### config.mk
export PLATFORM = sky130hd
export DESIGN_NAME = ketsrt_ctrl
export DESIGN_NICKNAME = d
export VERILOG_FILES = /design/src/hdl/ketsrt_pkg.sv /design/src/hdl/ketsrt_ctrl.sv
export SDC_FILE = /design/constraint.sdc
export NUM_CORES = 1
export LEC_CHECK = 0
export ABC_AREA = 0
export BUFFER_PORTS_ARGS = -buffer_cell sky130_fd_sc_hd__buf_4
export CAP_MARGIN = 20
export CELL_PAD_IN_SITES_DETAIL_PLACEMENT = 1
export CELL_PAD_IN_SITES_GLOBAL_PLACEMENT = 2
export CORE_MARGIN = 2
export CORE_UTILIZATION = 35
export DETAILED_ROUTE_END_ITERATION = 12
export PLACE_DENSITY_LB_ADDON = 0.1
export SKIP_CTS_REPAIR_TIMING = 1
export SYNTH_ARGS = -nofsm -noshare
export SYNTH_HDL_FRONTEND = slang
export SYNTH_SLANG_ARGS = --single-unit
### constraint.sdc
create_clock -name i_clk -period 10.5 [get_ports i_clk]
set_clock_uncertainty 0.2 [all_clocks]
set_input_delay 1.575 -clock i_clk [delete_from_list [all_inputs] [get_ports i_clk]]
set_output_delay 1.575 -clock i_clk [all_outputs]
set_load 0.01 [all_outputs]
### src/hdl/ketsrt_pkg.sv
package ketsrt_pkg;

    localparam int CNT_W = 9;
    localparam int TOTAL_W = 24;

    localparam logic [1:0] REQ_FILL = 2'd0;
    localparam logic [1:0] REQ_GET  = 2'd1;
    localparam logic [1:0] REQ_SORT = 2'd2;

    localparam logic [1:0] STAT_OK        = 2'd0;
    localparam logic [1:0] STAT_PAST_CNT  = 2'd1;
    localparam logic [1:0] STAT_PAST_CAP  = 2'd2;

    localparam logic [CNT_W-1:0]   CAP_RESET = 9'd256;
    localparam logic [TOTAL_W-1:0] TOTAL_MAX = 24'hFFFFFF;

    typedef struct packed {
        logic [1:0]  req_type;
        logic [7:0]  entry_pos;
        logic [15:0] sort_key;
        logic [31:0] field_ref;
        logic [15:0] field_len;
    } t_req;

    typedef struct packed {
        logic [1:0]         status;
        logic [15:0]        key_out;
        logic [31:0]        ref_out;
        logic [15:0]        len_out;
        logic [CNT_W-1:0]   count_out;
        logic [TOTAL_W-1:0] total_len_out;
    } t_rsp;

endpackage

### src/hdl/ketsrt_ctrl.sv
module ketsrt_ctrl #(
    parameter int TABLE_DEPTH = 256,
    parameter int KEY_BITS    = 16,
    parameter int LEN_BITS    = 16
) (
    input  logic                                  i_clk,
    input  logic                                  i_rst_n,
    input  logic                                  i_req_valid,
    input  ketsrt_pkg::t_req                      i_req,
    output logic                                  o_req_ready,
    input  logic [ketsrt_pkg::CNT_W-1:0]          i_cap,
    input  logic                                  i_rsp_free,
    output logic                                  o_rsp_valid,
    output ketsrt_pkg::t_rsp                      o_rsp,
    output logic                                  o_we,
    output logic [$clog2(TABLE_DEPTH)-1:0]        o_waddr,
    output logic [KEY_BITS+32+LEN_BITS-1:0]       o_wdata,
    output logic [$clog2(TABLE_DEPTH)-1:0]        o_raddr,
    input  logic [KEY_BITS+32+LEN_BITS-1:0]       i_rdata
);
    import ketsrt_pkg::*;

    localparam int AW    = $clog2(TABLE_DEPTH);
    localparam int WW    = KEY_BITS + 32 + LEN_BITS;
    localparam int SUM_W = LEN_BITS + CNT_W;
    localparam int EXT_W = (SUM_W > TOTAL_W + 1) ? SUM_W : TOTAL_W + 1;

    typedef enum logic [8:0] {
        ST_CLEAR = 9'b000000001,
        ST_IDLE  = 9'b000000010,
        ST_EXEC  = 9'b000000100,
        ST_SLOAD = 9'b000001000,
        ST_SCAP  = 9'b000010000,
        ST_SCMP  = 9'b000100000,
        ST_SWB   = 9'b001000000,
        ST_DONE  = 9'b010000000,
        ST_SPARE = 9'b100000000
    } t_state;

    t_state           r_state, n_state;
    logic [CNT_W-1:0] r_count, n_count;
    logic [SUM_W-1:0] r_sum, n_sum;
    t_req             r_req, n_req;
    logic [CNT_W-1:0] r_i, n_i;
    logic [CNT_W-1:0] r_j, n_j;
    logic [WW-1:0]    r_hold, n_hold;
    logic [AW-1:0]    r_clr, n_clr;

    logic [KEY_BITS-1:0] rd_key, hold_key, new_key;
    logic [31:0]         rd_ref;
    logic [LEN_BITS-1:0] rd_len, new_len;
    logic [AW-1:0]       pos_addr, in_addr;
    logic                fill_ok, get_ok, swap;
    logic [CNT_W-1:0]    pos_ext, fill_count, j_next;
    logic [SUM_W-1:0]    fill_sum;
    logic [EXT_W-1:0]    sum_ext;

    assign rd_key   = i_rdata[LEN_BITS+32 +: KEY_BITS];
    assign rd_ref   = i_rdata[LEN_BITS +: 32];
    assign rd_len   = i_rdata[LEN_BITS-1:0];
    assign hold_key = r_hold[LEN_BITS+32 +: KEY_BITS];
    assign new_key  = KEY_BITS'(32'(r_req.sort_key));
    assign new_len  = LEN_BITS'(32'(r_req.field_len));

    assign pos_addr = AW'(32'(r_req.entry_pos));
    assign in_addr  = AW'(32'(i_req.entry_pos));
    assign pos_ext  = CNT_W'(r_req.entry_pos);

    assign fill_ok    = (32'(r_req.entry_pos) < 32'(i_cap))
                     && (32'(r_req.entry_pos) < TABLE_DEPTH);
    assign get_ok     = pos_ext < r_count;
    assign fill_count = (pos_ext >= r_count) ? pos_ext + 1'b1 : r_count;
    assign fill_sum   = r_sum - SUM_W'(rd_len) + SUM_W'(new_len);

    assign swap   = hold_key > rd_key;
    assign j_next = r_j + 1'b1;

    always_comb begin
        n_state = r_state;
        n_count = r_count;
        n_sum   = r_sum;
        n_req   = r_req;
        n_i     = r_i;
        n_j     = r_j;
        n_hold  = r_hold;
        n_clr   = r_clr;

        o_req_ready = 1'b0;
        o_rsp_valid = 1'b0;
        o_we        = 1'b0;
        o_waddr     = pos_addr;
        o_wdata     = '0;
        o_raddr     = pos_addr;

        o_rsp = '0;
        o_rsp.status = STAT_OK;

        unique case (r_state)
            ST_CLEAR: begin
                o_we    = 1'b1;
                o_waddr = r_clr;
                n_clr   = r_clr + 1'b1;
                if (r_clr == AW'(TABLE_DEPTH - 1)) begin
                    n_state = ST_IDLE;
                end
            end
            ST_IDLE: begin
                o_req_ready = 1'b1;
                o_raddr     = in_addr;
                if (i_req_valid) begin
                    n_req = i_req;
                    if (i_req.req_type == REQ_SORT) begin
                        n_i     = '0;
                        n_state = ST_SLOAD;
                    end else begin
                        n_state = ST_EXEC;
                    end
                end
            end
            ST_EXEC: begin
                if (i_rsp_free) begin
                    o_rsp_valid = 1'b1;
                    n_state     = ST_IDLE;
                    unique case (r_req.req_type)
                        REQ_FILL: begin
                            if (fill_ok) begin
                                o_we    = 1'b1;
                                o_wdata = {new_key, r_req.field_ref, new_len};
                                n_count = fill_count;
                                n_sum   = fill_sum;
                            end else begin
                                o_rsp.status = STAT_PAST_CAP;
                            end
                        end
                        REQ_GET: begin
                            if (get_ok) begin
                                o_rsp.key_out = 16'(32'(rd_key));
                                o_rsp.ref_out = rd_ref;
                                o_rsp.len_out = 16'(32'(rd_len));
                            end else begin
                                o_rsp.status = STAT_PAST_CNT;
                            end
                        end
                        default: begin
                        end
                    endcase
                end
            end
            ST_SLOAD: begin
                o_raddr = AW'(32'(r_i));
                if (r_i + 1'b1 >= r_count) begin
                    n_state = ST_DONE;
                end else begin
                    n_j     = r_i + 1'b1;
                    n_state = ST_SCAP;
                end
            end
            ST_SCAP: begin
                n_hold  = i_rdata;
                o_raddr = AW'(32'(r_j));
                n_state = ST_SCMP;
            end
            ST_SCMP: begin
                if (swap) begin
                    o_we    = 1'b1;
                    o_waddr = AW'(32'(r_j));
                    o_wdata = r_hold;
                    n_hold  = i_rdata;
                end
                o_raddr = AW'(32'(j_next));
                if (j_next >= r_count) begin
                    n_state = ST_SWB;
                end else begin
                    n_j = j_next;
                end
            end
            ST_SWB: begin
                o_we    = 1'b1;
                o_waddr = AW'(32'(r_i));
                o_wdata = r_hold;
                n_i     = r_i + 1'b1;
                n_state = ST_SLOAD;
            end
            ST_DONE: begin
                if (i_rsp_free) begin
                    o_rsp_valid = 1'b1;
                    n_state     = ST_IDLE;
                end
            end
            default: begin
                n_state = ST_IDLE;
            end
        endcase

        sum_ext = EXT_W'(n_sum);
        o_rsp.count_out     = n_count;
        o_rsp.total_len_out = (sum_ext > EXT_W'(TOTAL_MAX)) ? TOTAL_MAX
                                                            : sum_ext[TOTAL_W-1:0];
    end

    always_ff @(posedge i_clk) begin
        if (!i_rst_n) begin
            r_state <= ST_CLEAR;
            r_count <= '0;
            r_sum   <= '0;
            r_clr   <= '0;
            r_i     <= '0;
            r_j     <= '0;
        end else begin
            r_state <= n_state;
            r_count <= n_count;
            r_sum   <= n_sum;
            r_clr   <= n_clr;
            r_i     <= n_i;
            r_j     <= n_j;
        end
    end

    always_ff @(posedge i_clk) begin
        r_req  <= n_req;
        r_hold <= n_hold;
    end

endmodule

==> flow_summary.ini <==
[sta]
finalCriticalPeriod_ns = 6.926
min_period_over_period = 0.6596
slew_headroom = 0.2828
rsz0062_at_grt = no
fmax_ghz = 0.1444
final-hold-violation-count = 0
setup_tns_ns = 0
layout_setup_ws_ns = 3.574
tightest_slew_ns = 1.076
drv_slew = 0
setup_viol = 0
holdWs_ns = 0.2934

[detailed_routing]
dr.pass1.iters = 7
vias = 10130
drt_iter0_drc = 530
via_per_inst = 5.154
ant_nets = 0
routedWlPerCell_um = 21.34
drt_wl_total_mm = 41.93
drc = 0

[synth]
synth_area_per_cell_sq_um = 10.09
ys_seq_elements = 206
synthCells = 1169
synth_edf_count = 138
yosysWarnings = 0
syn_nets = 1414
yosys_most_used_dff = edfxtp_1
synth_top_area_share = 0.3514
synth_cell_types = 64
yosysMostFrequentCell = edfxtp_1
synthTopCellsByArea = edfxtp_1 35%, dfxtp_1 12%, ha_1 8.3%
yosysTopAreaCell = edfxtp_1
synthesis.area_sq_um = 11790
synth_commonest_cells = 138 x edfxtp_1, 114 x inv_1, 108 x nor2_1
async_reset_ff_frac = 0
ys_seq_area_frac = 0.4669

[global_routing]
grt_pass1_wl_mm = 63.51
antenna_found_initial = 5
grt_use_total = 0.2329
grt_pass1_vias = 10330
grt_remaining_overflow = 0
grt_start_max_net_pins = 84

[critical_path]
critical_path_class = in2out
cp-end-kind = output pin
crit_fanout = 13
required_ns = 8.73
crit_arrival_ns = 5.15
start_kind = primary input

[power_and_ir_drop]
ir_drop_uv = 120.8
power_density_nw_per_um2 = 128.5
power_leakage_nw = 7.013

[placed_design]
gp_congestion = 0.8371
dp_slack_ns = 3.531
post_dp_cell_area_sq_um = 14780
dp_hpwl_mm = 31.64
io_buffers = 332

[clock_network]
clock-sinks = 206
cts_root_buffer = clkbuf_16
clkTransAtPathRegs_ns = 0.06
htreeDepth = 1
cts_made_buffers = 26
clock_latency_ns = 0.53
cts_tree = built
clockBufferDepth = 3

[floorplanning]
dieArea_sq_um = 35170
die_y_um = 187.5
core_area_sq_um = 33360
fp-row-count = 67
io_pins = 333
die_w_um = 187.5
initial_core_util = 0.3534

[final_layout]
fin_area_sq_um = 15730
drive_above_1_share = 0.2712
fillers = 3863
syn_to_final_growth_pct = 33.38
nNetsFinal = 1737
finish.utilization = 0.4714

[outcome]
status = finished clean

[run]
maxCapViolations = 0

[min_path]
hold_path.class = reg2reg
kinds of logic after synthesis:
kind of cell | after synthesis | share of synthesized area
DFF | 206 | 0.4669
and+or+nand+nor | 371 | 0.1580
xor gates and xnor gates | 47 | 0.03491
muxes | 15 | 0.01486
adders and majority gates | 94 | 0.1099
buffers and inverters | 164 | 0.05422
AOI/OAI and AO/OA | 272 | 0.1612
registers in the layout, summed over array words and instances (netlist names):
| register | cells |
|---|---|
| r_i | 9 |
| new_len | 16 |
| r_sum | 25 |
| pos_addr | 8 |
| r_hold | 64 |
| new_key | 16 |
| r_count | 9 |
| r_req | 34 |
| r_state | 8 |
| r_j | 9 |
| r_clr | 8 |
stage by stage:
| step | total power [mW] | cells |
|---|---|---|
| floorplan | 0.9831 | 1169 |
| global placement | 1.081 | 1910 |
| detailed placement | 1.084 | 1911 |
| CTS | 2.042 | 1959 |
| global route | 2.094 | 1964 |
| finish | 2.021 | 1965 |
area by class of cell:
class                   instances  area [sq um]  area share
inverters                     115         431.7     0.02745
repair buffers                344          2606      0.1657
clock buffers                  30         686.9     0.04368
multi-input cells             799          5703      0.3626
flip-flops and latches        206          5505      0.3500
diodes                          5         12.51   0.0007955
well taps                     448         560.5     0.03564
clock inverters                18         221.5     0.01408
report_power, final:
| group | switching [mW] | internal, mW | total (mW) |
|---|---|---|---|
| clock | 0.363 | 0.591 | 0.954 |
| sequential | 0.00635 | 0.872 | 0.878 |
| combinational | 0.0991 | 0.0892 | 0.188 |
final timing paths:
kind	start	to	slack, ns	depth (start not counted)
setup / recovery	i_rdata[1]	o_rsp[14]	3.57	14
hold / removal	r_sum[1]	r_sum[1]	0.29	2
hold reg to reg	r_sum[1]	r_sum[1]	0.29	2
setup reg to reg	r_state[5]	r_i[6]	6.43	8
critical path, stage by stage:
cell and delay, ns:
buf_4 0.15, fa_1 0.54, fa_1 0.46, nand2b_1 0.20, a21oi_1 0.31, o211a_1 0.22, o21ai_1 0.12, a211o_1 0.28
nand3_1 0.12, nor2_1 0.08, xnor2_2 0.57, buf_6 0.25, o211ai_1 0.10, buf_4 0.16
cell usage in the layout, fill, tap and decap left out, types with 32 or more instances in the layout:
master / synthesis / routed
buf_4: 1 / 342
a21oi_1: 64 / 64
nand2_1: 73 / 71
and2_1: 78 / 77
a22o_1: 65 / 65
ha_1: 78 / 78
edfxtp_1: 138 / 138
nand3_1: 32 / 32
nor2_1: 108 / 108
inv_1: 114 / 114
dfxtp_1: 68 / 68
metal layers:
| layer | GRT usage | share of wire | up-vias |
|---|---|---|---|
| li1 | - | - | 4808 |
| met1 | 0.3100 | 0.44 | 4955 |
| met2 | 0.3853 | 0.47 | 312 |
| met3 | 0.04473 | 0.063 | 51 |
| met4 | 0.06875 | 0.023 | 2 |
| met5 | 0 | 0.00031 | - |
Note: power is estimated with default switching activity, not from simulation.
